**src/design/lsbpsc_pkg.sv**
```systemverilog
package lsbpsc_pkg;

    localparam int BYTE_BITS = 8;
    localparam int NUM_LANES = 3;

    typedef enum logic [1:0] {
        MODE_START   = 2'd0,
        MODE_PUSH    = 2'd1,
        MODE_EMBED   = 2'd2,
        MODE_EXTRACT = 2'd3
    } mode_t;

    typedef enum logic [1:0] {
        ST_OK       = 2'd0,
        ST_UNDERRUN = 2'd1,
        ST_DROPPED  = 2'd2
    } status_t;

    // per-lane embed control
    typedef struct packed {
        logic en;
        logic msg_bit;
    } lane_ctl_t;

    typedef struct packed {
        logic [7:0] red;
        logic [7:0] green;
        logic [7:0] blue;
        logic       char_valid;
        logic [7:0] char_value;
        logic       message_done;
        status_t    status;
    } result_t;

endpackage

```
**src/design/lsbpsc_lane.sv**
```systemverilog
module lsbpsc_lane
(
    input  logic                  [7:0] chan_in,
    input  lsbpsc_pkg::lane_ctl_t       ctl,
    output logic                  [7:0] chan_out,
    output logic                        lsb
);

    // add one when the low bit has to flip
    always_comb
    begin
        lsb = chan_in[0];
        if (ctl.en && (chan_in[0] != ctl.msg_bit))
        begin
            chan_out = chan_in + 8'd1;
        end
        else
        begin
            chan_out = chan_in;
        end
    end

endmodule

```
**src/design/lsbpsc_merge.sv**
```systemverilog
module lsbpsc_merge #(
    parameter int BUFFER_BITS = 16
)
(
    input  logic                  clk,
    input  logic                  rst_n,
    input  logic                  accept,
    input  lsbpsc_pkg::mode_t     mode,
    input  logic            [7:0] byte_value,
    input  logic                  is_last_byte,
    input  logic            [7:0] lane_chan [lsbpsc_pkg::NUM_LANES],
    input  logic                  lane_lsb  [lsbpsc_pkg::NUM_LANES],
    output lsbpsc_pkg::lane_ctl_t lane_ctl  [lsbpsc_pkg::NUM_LANES],
    output lsbpsc_pkg::result_t   result
);

    localparam int HW = $clog2(BUFFER_BITS + 1);

    typedef logic [HW-1:0] held_t;
    typedef logic [HW:0]   sum_t;

    localparam sum_t BUF_LIM  = sum_t'(BUFFER_BITS);
    localparam sum_t BYTE_SUM = sum_t'(lsbpsc_pkg::BYTE_BITS);

    logic [BUFFER_BITS-1:0] buf_reg, buf_next;
    held_t                  held_reg, held_next;
    logic                   last_seen_reg, last_seen_next;
    logic                   term_q_reg, term_q_next;
    logic                   emb_done_reg, emb_done_next;
    logic             [7:0] asm_reg, asm_next;
    logic             [2:0] asm_cnt_reg, asm_cnt_next;
    logic                   ext_done_reg, ext_done_next;

    logic                   push_room;
    logic                   push_ok;
    held_t                  held_base;
    logic                   last_base;
    logic                   term_room;
    logic                   term_add;
    held_t                  held_q;
    logic                   term_q;
    logic                   do_embed;
    logic             [1:0] n_used;
    logic [BUFFER_BITS-1:0] push_vec;
    logic [BUFFER_BITS-1:0] buf_base;
    logic             [7:0] ab;
    logic             [2:0] ac;
    logic                   xf;
    logic                   cv;
    logic             [7:0] cval;

    always_comb
    begin
        push_room = (sum_t'(held_reg) + BYTE_SUM) <= BUF_LIM;
        push_ok   = (mode == lsbpsc_pkg::MODE_PUSH) && !last_seen_reg && push_room;
        push_vec  = {{(BUFFER_BITS-8){1'b0}}, byte_value} << held_reg;

        // state after a push, before the terminator check
        held_base = push_ok ? held_t'(sum_t'(held_reg) + BYTE_SUM) : held_reg;
        last_base = last_seen_reg || (push_ok && is_last_byte);
        buf_base  = push_ok ? (buf_reg | push_vec) : buf_reg;

        // terminator is eight zero bits above the held ones
        term_room = (sum_t'(held_base) + BYTE_SUM) <= BUF_LIM;
        term_add  = ((mode == lsbpsc_pkg::MODE_PUSH && push_ok)
                    || mode == lsbpsc_pkg::MODE_EMBED)
                    && last_base && !term_q_reg && term_room;
        held_q    = term_add ? held_t'(sum_t'(held_base) + BYTE_SUM) : held_base;
        term_q    = term_q_reg || term_add;

        do_embed  = (mode == lsbpsc_pkg::MODE_EMBED) && !emb_done_reg
                    && (term_q || held_q >= held_t'(3));
        n_used    = (held_q >= held_t'(3)) ? 2'd3 : held_q[1:0];

        for (int i = 0; i < lsbpsc_pkg::NUM_LANES; i++)
        begin
            lane_ctl[i].en      = do_embed && (held_q > held_t'(i));
            lane_ctl[i].msg_bit = buf_base[i];
        end

        // extraction: at most one byte completes per pixel
        ab   = asm_reg;
        ac   = asm_cnt_reg;
        xf   = ext_done_reg;
        cv   = 1'b0;
        cval = 8'd0;
        for (int k = 0; k < lsbpsc_pkg::NUM_LANES; k++)
        begin
            if (!xf)
            begin
                ab[ac] = lane_lsb[k];
                if (ac == 3'd7)
                begin
                    if (ab == 8'd0)
                    begin
                        xf = 1'b1;
                    end
                    else
                    begin
                        cv   = 1'b1;
                        cval = ab;
                    end
                    ab = 8'd0;
                    ac = 3'd0;
                end
                else
                begin
                    ac = ac + 3'd1;
                end
            end
        end

        buf_next       = buf_reg;
        held_next      = held_reg;
        last_seen_next = last_seen_reg;
        term_q_next    = term_q_reg;
        emb_done_next  = emb_done_reg;
        asm_next       = asm_reg;
        asm_cnt_next   = asm_cnt_reg;
        ext_done_next  = ext_done_reg;

        result              = '0;
        result.status       = lsbpsc_pkg::ST_OK;

        unique case (mode)
            lsbpsc_pkg::MODE_START:
            begin
                buf_next       = '0;
                held_next      = '0;
                last_seen_next = 1'b0;
                term_q_next    = 1'b0;
                emb_done_next  = 1'b0;
                asm_next       = 8'd0;
                asm_cnt_next   = 3'd0;
                ext_done_next  = 1'b0;
            end
            lsbpsc_pkg::MODE_PUSH:
            begin
                buf_next       = buf_base;
                held_next      = held_q;
                last_seen_next = last_base;
                term_q_next    = term_q;
                result.message_done = emb_done_reg;
                if (!push_ok)
                begin
                    result.status = lsbpsc_pkg::ST_DROPPED;
                end
            end
            lsbpsc_pkg::MODE_EMBED:
            begin
                term_q_next   = term_q;
                held_next     = held_q;
                result.red    = lane_chan[0];
                result.green  = lane_chan[1];
                result.blue   = lane_chan[2];
                if (do_embed)
                begin
                    held_next = held_q - held_t'(n_used);
                    unique case (n_used)
                        2'd0:    buf_next = buf_base;
                        2'd1:    buf_next = buf_base >> 1;
                        2'd2:    buf_next = buf_base >> 2;
                        default: buf_next = buf_base >> 3;
                    endcase
                    emb_done_next = term_q && (held_q == held_t'(n_used));
                end
                else if (!emb_done_reg)
                begin
                    result.status = lsbpsc_pkg::ST_UNDERRUN;
                end
                result.message_done = emb_done_next;
            end
            default:
            begin
                asm_next            = ab;
                asm_cnt_next        = ac;
                ext_done_next       = xf;
                result.red          = lane_chan[0];
                result.green        = lane_chan[1];
                result.blue         = lane_chan[2];
                result.char_valid   = cv;
                result.char_value   = cval;
                result.message_done = xf;
            end
        endcase
    end

    always_ff @(posedge clk or negedge rst_n)
    begin
        if (!rst_n)
        begin
            buf_reg       <= '0;
            held_reg      <= '0;
            last_seen_reg <= 1'b0;
            term_q_reg    <= 1'b0;
            emb_done_reg  <= 1'b0;
            asm_reg       <= 8'd0;
            asm_cnt_reg   <= 3'd0;
            ext_done_reg  <= 1'b0;
        end
        else if (accept)
        begin
            buf_reg       <= buf_next;
            held_reg      <= held_next;
            last_seen_reg <= last_seen_next;
            term_q_reg    <= term_q_next;
            emb_done_reg  <= emb_done_next;
            asm_reg       <= asm_next;
            asm_cnt_reg   <= asm_cnt_next;
            ext_done_reg  <= ext_done_next;
        end
    end

endmodule

```
**src/design/lsb_pixel_stego_codec.sv**
```systemverilog
// channel  | dir | fields
// ---------+-----+-------------------------------------------------------------
// s_*      | in  | tuser: mode; tlast: is_last_byte;
//          |     | tdata: byte_value, red_in, green_in, blue_in
// m_*      | out | tuser: char_valid, status; tlast: message_done;
//          |     | tdata: red_out, green_out, blue_out, char_value
//
// one word in, one word out, one word per clock sustained while the output is
// taken; results held in the single output register behind the three lanes
// all state updates in the cycle a word is accepted; mode start clears it
// rst_n asynchronous: clears state and empties the output register
// a stalled output holds its word; input still accepted when the word leaves
module lsb_pixel_stego_codec #(
    parameter int BUFFER_BITS = 16
)
(
    input  logic        clk,
    input  logic        rst_n,
    input  logic        s_tvalid,
    output logic        s_tready,
    input  logic [31:0] s_tdata,   // byte_value, red_in, green_in, blue_in
    input  logic  [1:0] s_tuser,   // mode
    input  logic        s_tlast,   // is_last_byte
    output logic        m_tvalid,
    input  logic        m_tready,
    output logic [31:0] m_tdata,   // red_out, green_out, blue_out, char_value
    output logic  [2:0] m_tuser,   // char_valid, status
    output logic        m_tlast    // message_done
);

    logic                  accept;
    logic            [7:0] chan_in   [lsbpsc_pkg::NUM_LANES];
    logic            [7:0] chan_out  [lsbpsc_pkg::NUM_LANES];
    logic                  chan_lsb  [lsbpsc_pkg::NUM_LANES];
    lsbpsc_pkg::lane_ctl_t lane_ctl  [lsbpsc_pkg::NUM_LANES];
    lsbpsc_pkg::result_t   result;
    lsbpsc_pkg::result_t   result_reg;
    logic                  valid_reg, valid_next;

    // output register frees up whenever its word is taken
    assign s_tready = !valid_reg || m_tready;
    assign accept   = s_tvalid && s_tready;

    assign chan_in[0] = s_tdata[15:8];
    assign chan_in[1] = s_tdata[23:16];
    assign chan_in[2] = s_tdata[31:24];

    // one lane per color channel
    for (genvar g = 0; g < lsbpsc_pkg::NUM_LANES; g++)
    begin : g_lane
        lsbpsc_lane u_lane
        (
            .chan_in  (chan_in[g]),
            .ctl      (lane_ctl[g]),
            .chan_out (chan_out[g]),
            .lsb      (chan_lsb[g])
        );
    end

    // bit buffer, byte assembly and lane merge
    lsbpsc_merge #(
        .BUFFER_BITS (BUFFER_BITS)
    ) u_merge
    (
        .clk          (clk),
        .rst_n        (rst_n),
        .accept       (accept),
        .mode         (lsbpsc_pkg::mode_t'(s_tuser)),
        .byte_value   (s_tdata[7:0]),
        .is_last_byte (s_tlast),
        .lane_chan    (chan_out),
        .lane_lsb     (chan_lsb),
        .lane_ctl     (lane_ctl),
        .result       (result)
    );

    always_comb
    begin
        valid_next = valid_reg;
        if (accept)
        begin
            valid_next = 1'b1;
        end
        else if (m_tready)
        begin
            valid_next = 1'b0;
        end
    end

    always_ff @(posedge clk or negedge rst_n)
    begin
        if (!rst_n)
        begin
            valid_reg <= 1'b0;
        end
        else
        begin
            valid_reg <= valid_next;
        end
    end

    // payload register, no reset needed
    always_ff @(posedge clk)
    begin
        if (accept)
        begin
            result_reg <= result;
        end
    end

    assign m_tvalid = valid_reg;
    assign m_tdata  = {result_reg.char_value, result_reg.blue,
                       result_reg.green, result_reg.red};
    assign m_tuser  = {result_reg.status, result_reg.char_valid};
    assign m_tlast  = result_reg.message_done;

endmodule
```
**config.mk**
```make
export PLATFORM = sky130hd
export DESIGN_NAME = lsb_pixel_stego_codec
export DESIGN_NICKNAME = d
export VERILOG_FILES = /design/src/design/lsbpsc_pkg.sv /design/src/design/lsbpsc_lane.sv /design/src/design/lsbpsc_merge.sv /design/src/design/lsb_pixel_stego_codec.sv
export SDC_FILE = /design/constraint.sdc
export NUM_CORES = 1
export LEC_CHECK = 0
export BUFFER_PORTS_ARGS = -buffer_cell sky130_fd_sc_hd__buf_2
export CAP_MARGIN = 30
export CORE_ASPECT_RATIO = 1.1
export CORE_UTILIZATION = 35
export CTS_CLUSTER_DIAMETER = 100
export DETAILED_ROUTE_END_ITERATION = 10
export SYNTH_ARGS = -nofsm -noshare
export SYNTH_HDL_FRONTEND = slang
export SYNTH_SLANG_ARGS = --single-unit
export TNS_END_PERCENT = 50
```
**constraint.sdc**
```tcl
create_clock -name clk -period 11.58 [get_ports clk]
set_input_delay 1.737 -clock clk [delete_from_list [all_inputs] [get_ports clk]]
set_output_delay 1.737 -clock clk [all_outputs]
set_load 0.005 [all_outputs]
```
Word-level counts from Yosys, hierarchy flattened
Index checks and enable logic that the tools add are counted.

storage, ports and cells
  bits in registers = 73
  latch bits = 0
  RAM bits = 0
  bits in read-only memories = 0
  bits of input ports = 39
  logic and storage cells = 174
  memories kept = 0

operators by class
  $add $sub $neg = 9
  multipliers = 0
  div/mod/pow operators = 0
  magnitude comparators = 12
  equality and inequality tests = 12
  shifts and indexed selects = 1
  muxes and demuxes = 74
  bitwise gates (word level) = 2
  reduce and logical (&&, ||, !) cells = 48

operators by type and width
  kind                 number
  $mux 8               18
  $pmux 16 s3          2
  $mux 16              2
  $mux 1               26
  $add 8x1->8 const B  3
  $bwmux 8             3
  $logic_not 8->1      3
  $logic_and 1x1->1    20
  $mux 3               6
  $or 16x16->16        1
  $pmux 8 s2           1
  $shl 8x5->16         1
  $mux 5               3
  $pmux 5 s3           1
  $add 5x4->6 const B  2
  $le 6x5->1 const B   2
  $lt 3x4->1 const B   3
  $gt 5x1->1 const B   2
  $reduce_and 2->1     5
  $add 3x1->3 const B  3
  $demux 1 s3          3
  $eq 3x3->1 const B   3
  $ge 3x1->1 const B   3
  $pmux 1 s2           4
  other kinds (21)     38

Longest topological paths before layout
  word-level depth = 20
  gate-level depth with buffers = 19
  depth with buffers taken out = 17

By module
From an unflattened synthesis, not the netlist that was laid out.

unflattened totals
  cells, all modules = 742
  area total of the unflattened synthesis = 6,421.2 um2

modules (own cells, without submodules)
  module                 times used  cells an instance  area each (um2)  seq. area each (um2)
  lsbpsc_merge           1           633                4,779.6          900.9
  lsb_pixel_stego_codec  1           40                 1,134.8          1,106.1
  lsbpsc_lane            3           23                 168.9            0.0

Least setup slack after synthesis
OpenSTA, ideal clock, no wires.

  kind = input-to-reg
  start point = input s_tuser[1]
  end point = register u_merge.held_reg[4]
  library setup time = 0.139 ns
  arrival time = 4.755 ns
  data required time = 11.441 ns
  path slack = 6.686 ns
  cell stages on the path = 17
  buffers on the path = 1
  cell sequence = inv_1 -> ha_1 -> inv_1 -> nor3_1 -> mux2i_1 -> ha_1 -> nand2_1 -> a31oi_1 -> o211ai_1 -> a21oi_1 -> clkbuf_1 -> or2_2 -> ha_1 -> nor2_1 -> a31oi_1 -> a41oi_1 -> a31oi_1

on the way
  cells in the longest elaborated chain, start to end = 14
  elaborated cells between the ends (all ways) = 27
  those cells by class = 2 x add/sub; 2 x order compare; 2 x eq/ne; 5 x mux; 16 x reduce/logical

ends and longest elaborated chain
  element                                                               RTL line                     text
  start, declared                                                       lsb_pixel_stego_codec.sv:22  input logic [1:0] s_tuser,
  parallel branches: the longest is 14 deep, another holds $add 5x4->6  --
  end signal, assigned                                                  lsbpsc_merge.sv:204          held_reg <= held_next;
  end, declared                                                         lsbpsc_merge.sv:26           held_t held_reg, held_next;

Parallel ways; which one is timed is not known.
A chain may end at the register's enable or synchronous reset.

Worst setup path in the final report
  start point = input s_tuser[1]
  end point = register result_reg (netlist bit m_tdata[15]), data pin

on the way
  cells in the longest elaborated chain, start to end = 15
  elaborated cells between the ends (all ways) = 28
  those cells by class = 1 x add/sub; 3 x order compare; 3 x eq/ne; 4 x mux; 17 x reduce/logical

ends and longest elaborated chain
  element                                                               RTL line                      text
  parallel branches: the longest is 15 deep, another holds $add 5x4->6  --
  end signal, assigned                                                  lsb_pixel_stego_codec.sv:107  result_reg <= result;
  end, declared                                                         lsb_pixel_stego_codec.sv:37   lsbpsc_pkg::result_t result_reg;

Parallel ways; which one is timed is not known.

==> results.sh <==
export IMPL_grt_start_max_net_pins=44
export IMPL_routed_wire_length_per_instance_um=18.87
export IMPL_hold_viol=0
export IMPL_cts_clk_slew_worst_paths_ns=0.06
export IMPL_cts_sinks=73
export IMPL_synth_xor_area_frac=0.02783
export IMPL_tritoncts_clock_tree="done"
export IMPL_maximum_frequency_from_static_timing_analysis_ghz=0.1867
export IMPL_drive_gt1_frac=0.1686
export IMPL_power_leakage_uw=0.002992
export IMPL_post_synth_and_or_nand_nor_area_fraction=0.2222
export IMPL_ctsLongestPathBuffers=2
export IMPL_fin_crit_sh=0.4625
export IMPL_r2r_setup_slack_ns=6.72
export IMPL_io_pin_count=77
export IMPL_outcome="completed"
export IMPL_synth_top_family_by_area="compound AO/OA/AOI/OAI gates"
export IMPL_synth_most_common_cell="sky130_fd_sc_hd__nand2_1"
export IMPL_worst_reg_to_reg_cells=16
export IMPL_ys_seq_area_frac=0.3036
export IMPL_placementRows=52
export IMPL_fin_worst_skew_ns=0.005400
export IMPL_grt_setup_unrepaired="no"
export IMPL_synthTopCellsByArea="sky130_fd_sc_hd__edfxtp_1 (16%), sky130_fd_sc_hd__dfrtp_1 (14%), sky130_fd_sc_hd__mux2i_1 (6.4%)"
export IMPL_worst_hold_slack_ns=0.4904
export IMPL_port_buffer_count=76
export IMPL_timing_max_slew_rel_slack=0.3204
export IMPL_portion_of_netlist_area_occupied_by_mux_cells=0.09938
export IMPL_h_tree_depth=3
export IMPL_route_vias_total=6447
export IMPL_synth_compound_gate_area_share=0.2599
export IMPL_postSynthAreaPerCell_um2=8.315
export IMPL_min_from="u_merge.buf_reg[7]"
export IMPL_die_y_um=146.1
export IMPL_fp_dieW_um=133.0
export IMPL_synthCells=795
export IMPL_dieArea_um2=19440
export IMPL_timing_hold_worst_endpoint="u_merge.buf_reg[7]"
export IMPL_hold_path_class="flop to flop"
export IMPL_cp_data_arrival_time_ns=5.44
export IMPL_synth_enable_flop_cells=36
export IMPL_gp_congestion=0.9261
export IMPL_p_per_area_nw_per_um2=259.6
export IMPL_ctsHoldBuffers=0
export IMPL_r2r_end="m_tdata[26]"
export IMPL_drtPass1Iterations=5
export IMPL_synthFlopType="sky130_fd_sc_hd__dfrtp_1"
export IMPL_syn_num_nets=854
export IMPL_netlist_area_um2=6610
export IMPL_synth_cell_type_count=83
export IMPL_synthDominantAreaCellType="sky130_fd_sc_hd__edfxtp_1"
export IMPL_final_util=0.4044
export IMPL_ys_seq_elements=73
export IMPL_gr_util_all_layers=0.2138
export IMPL_core_area_um2=18480
export IMPL_area_delta_synth_final_pct=13.04
export IMPL_globalRouteOverflowTotal=0
export IMPL_drt_vias_per_instance=5.909
export IMPL_async_flop_share=0.5068
export IMPL_slew_viol_final=0
export IMPL_dpl_cell_area_um2=7153
export IMPL_first_iter_violations=530
export IMPL_cp_max_fo=13
export IMPL_crit_slowest_cell="sky130_fd_sc_hd__a211oi_2"
export IMPL_maxcap_violations=0
export IMPL_design_area_um2=7472
export IMPL_synth_top_area_frac=0.1635
export IMPL_worst_setup_path_type="input port to flop"
export IMPL_finalSetupViolations=0
export IMPL_grt_first_pass_wirelength_um=32980
export IMPL_dp_final_hpwl_um=15130
export IMPL_wl_met2_um=10190
export IMPL_post_route_drc_count=0
export IMPL_antenna_found_initial=1
export IMPL_cp_end_kind="flop"
export IMPL_numCtsBuffers=9
export IMPL_crit_path_cell_trace="buf_2, inv_1, ha_1, inv_1, nor3_1, mux2i_1, ha_1, nand2_1, a31oi_1, o211ai_1, nand2_1, a211oi_2, nand4_1, xor2_1, nor2_1"
export IMPL_largest_register_ffs=32
export IMPL_placedCellCount=1075
export IMPL_first_global_vias=6071
export IMPL_start_kind="input port"
export IMPL_regToRegStartpoint="u_merge.asm_cnt_reg[1]"
export IMPL_cts_root_buf="sky130_fd_sc_hd__clkbuf_16"
export IMPL_wl_met3_um=691
export IMPL_power_ir_vdd_worst_uv=247.3
export IMPL_post_cts_repair_setup_buffers=0
export IMPL_critical_path_max_stage_delay_ns=0.65
export IMPL_top_layer_used="met5"
export IMPL_layout_cells_non_filler=1091
export IMPL_final_min_clock_period_ns=5.356
export IMPL_cp_required_ns=11.67
export IMPL_ant_nets=0
export IMPL_worstSkewPairLatency_ns=0.35
export IMPL_floorplan_initialDensity=0.3577
export IMPL_insertedDiodeCount=0
export IMPL_synth_adder_area_share=0.03786
export IMPL_max_slew_worst_pin_slew_ns=1.007
export IMPL_finalSetupTns_ns=0
export IMPL_cts_resized=0
export IMPL_ys_warn_count=0
export IMPL_design_final_nets=902
export IMPL_routedLengthMet1_um=9026
export IMPL_yosys_top_cells_count="sky130_fd_sc_hd__nand2_1 (93), sky130_fd_sc_hd__nor2_1 (80), sky130_fd_sc_hd__a21oi_1 (47), sky130_fd_sc_hd__o21ai_0 (47), sky130_fd_sc_hd__mux2i_1 (42)"
export IMPL_route_final_wire_length_um=20590
export IMPL_holdPathStages=1
## per-stage QoR
step	total power (uW)	setup slack [ns]
detailed placement	1609	5.881
CTS	1921	6.246
global placement	1609	6.023
global route	2085	5.806
finish	1940	6.224
floorplan	1302	6.686
## layout by cell type, fill, tap and decap left out, types with 8 or more instances in the layout
cell,Yosys,routed
sky130_fd_sc_hd__o31ai_1,14,14
sky130_fd_sc_hd__nor2_1,80,80
sky130_fd_sc_hd__mux2i_1,42,42
sky130_fd_sc_hd__nand2b_1,15,15
sky130_fd_sc_hd__dfrtp_1,37,37
sky130_fd_sc_hd__o211ai_1,8,8
sky130_fd_sc_hd__and3_1,9,9
sky130_fd_sc_hd__xor2_1,15,15
sky130_fd_sc_hd__mux2_2,13,13
sky130_fd_sc_hd__a21o_1,8,8
sky130_fd_sc_hd__nand3_1,18,18
sky130_fd_sc_hd__buf_2,14,76
sky130_fd_sc_hd__nand2_1,93,93
sky130_fd_sc_hd__nor2b_1,9,9
sky130_fd_sc_hd__ha_1,20,20
sky130_fd_sc_hd__nor3_1,19,19
sky130_fd_sc_hd__a22o_1,11,11
sky130_fd_sc_hd__buf_4,4,11
sky130_fd_sc_hd__a21oi_1,47,47
sky130_fd_sc_hd__clkbuf_16,0,9
sky130_fd_sc_hd__a211oi_1,12,12
sky130_fd_sc_hd__o22ai_1,8,8
sky130_fd_sc_hd__nand4_1,12,12
sky130_fd_sc_hd__o21ai_0,47,47
sky130_fd_sc_hd__a31oi_1,11,11
sky130_fd_sc_hd__edfxtp_1,36,36
sky130_fd_sc_hd__inv_1,23,23
## cell families after synthesis
logic type,Yosys count
AOI/OAI and AO/OA,245
xor gates and xnor gates,21
and+or+nand+nor,301
muxes,59
DFF,73
adders and majority gates,20
buffers and inverters,76
## power by group
part | total, uW | internal, uW | switching, uW
sequential | 356 | 312 | 43.5
clock | 303 | 189 | 115
combinational | 1280 | 466 | 815
total | 1940 | 967 | 973
## cell type report
type | instances | area (um^2)
inverters | 26 | 97.59
well taps | 243 | 304.0
fillers | 1921 | 11010
repair buffers | 87 | 462.9
multi-input cells | 646 | 4282
clock inverters | 7 | 93.84
flip-flops and latches | 73 | 2007
clock buffers | 9 | 225.2
## how the worst max path moves through the flow
stage	from	endpoint	depth (start not counted)
floorplan	s_tuser[1]	u_merge.held_reg[4]	17
global placement	s_tuser[1]	m_tdata[15]	15
detailed placement	s_tuser[1]	m_tdata[15]	15
CTS	s_tuser[1]	m_tdata[15]	15
global route	s_tuser[1]	m_tdata[14]	15
finish	s_tuser[1]	m_tdata[15]	15
## metal layers
metal,up-vias,GRT usage
met1,3147,0.2689
met3,43,0.03056
li1,3081,-
met2,174,0.3639
met5,-,0
met4,2,0.09080
## worst max-delay path, delay by kind of cell
family	cells	cell delay (ns)
mux	1	0.36
xor+xnor	1	0.16
simple gates	5	0.99
compound gates	3	0.97
fa+ha+maj	2	0.74
buf+inv	3	0.48
No activity file was read; power rests on OpenSTA's default activity.
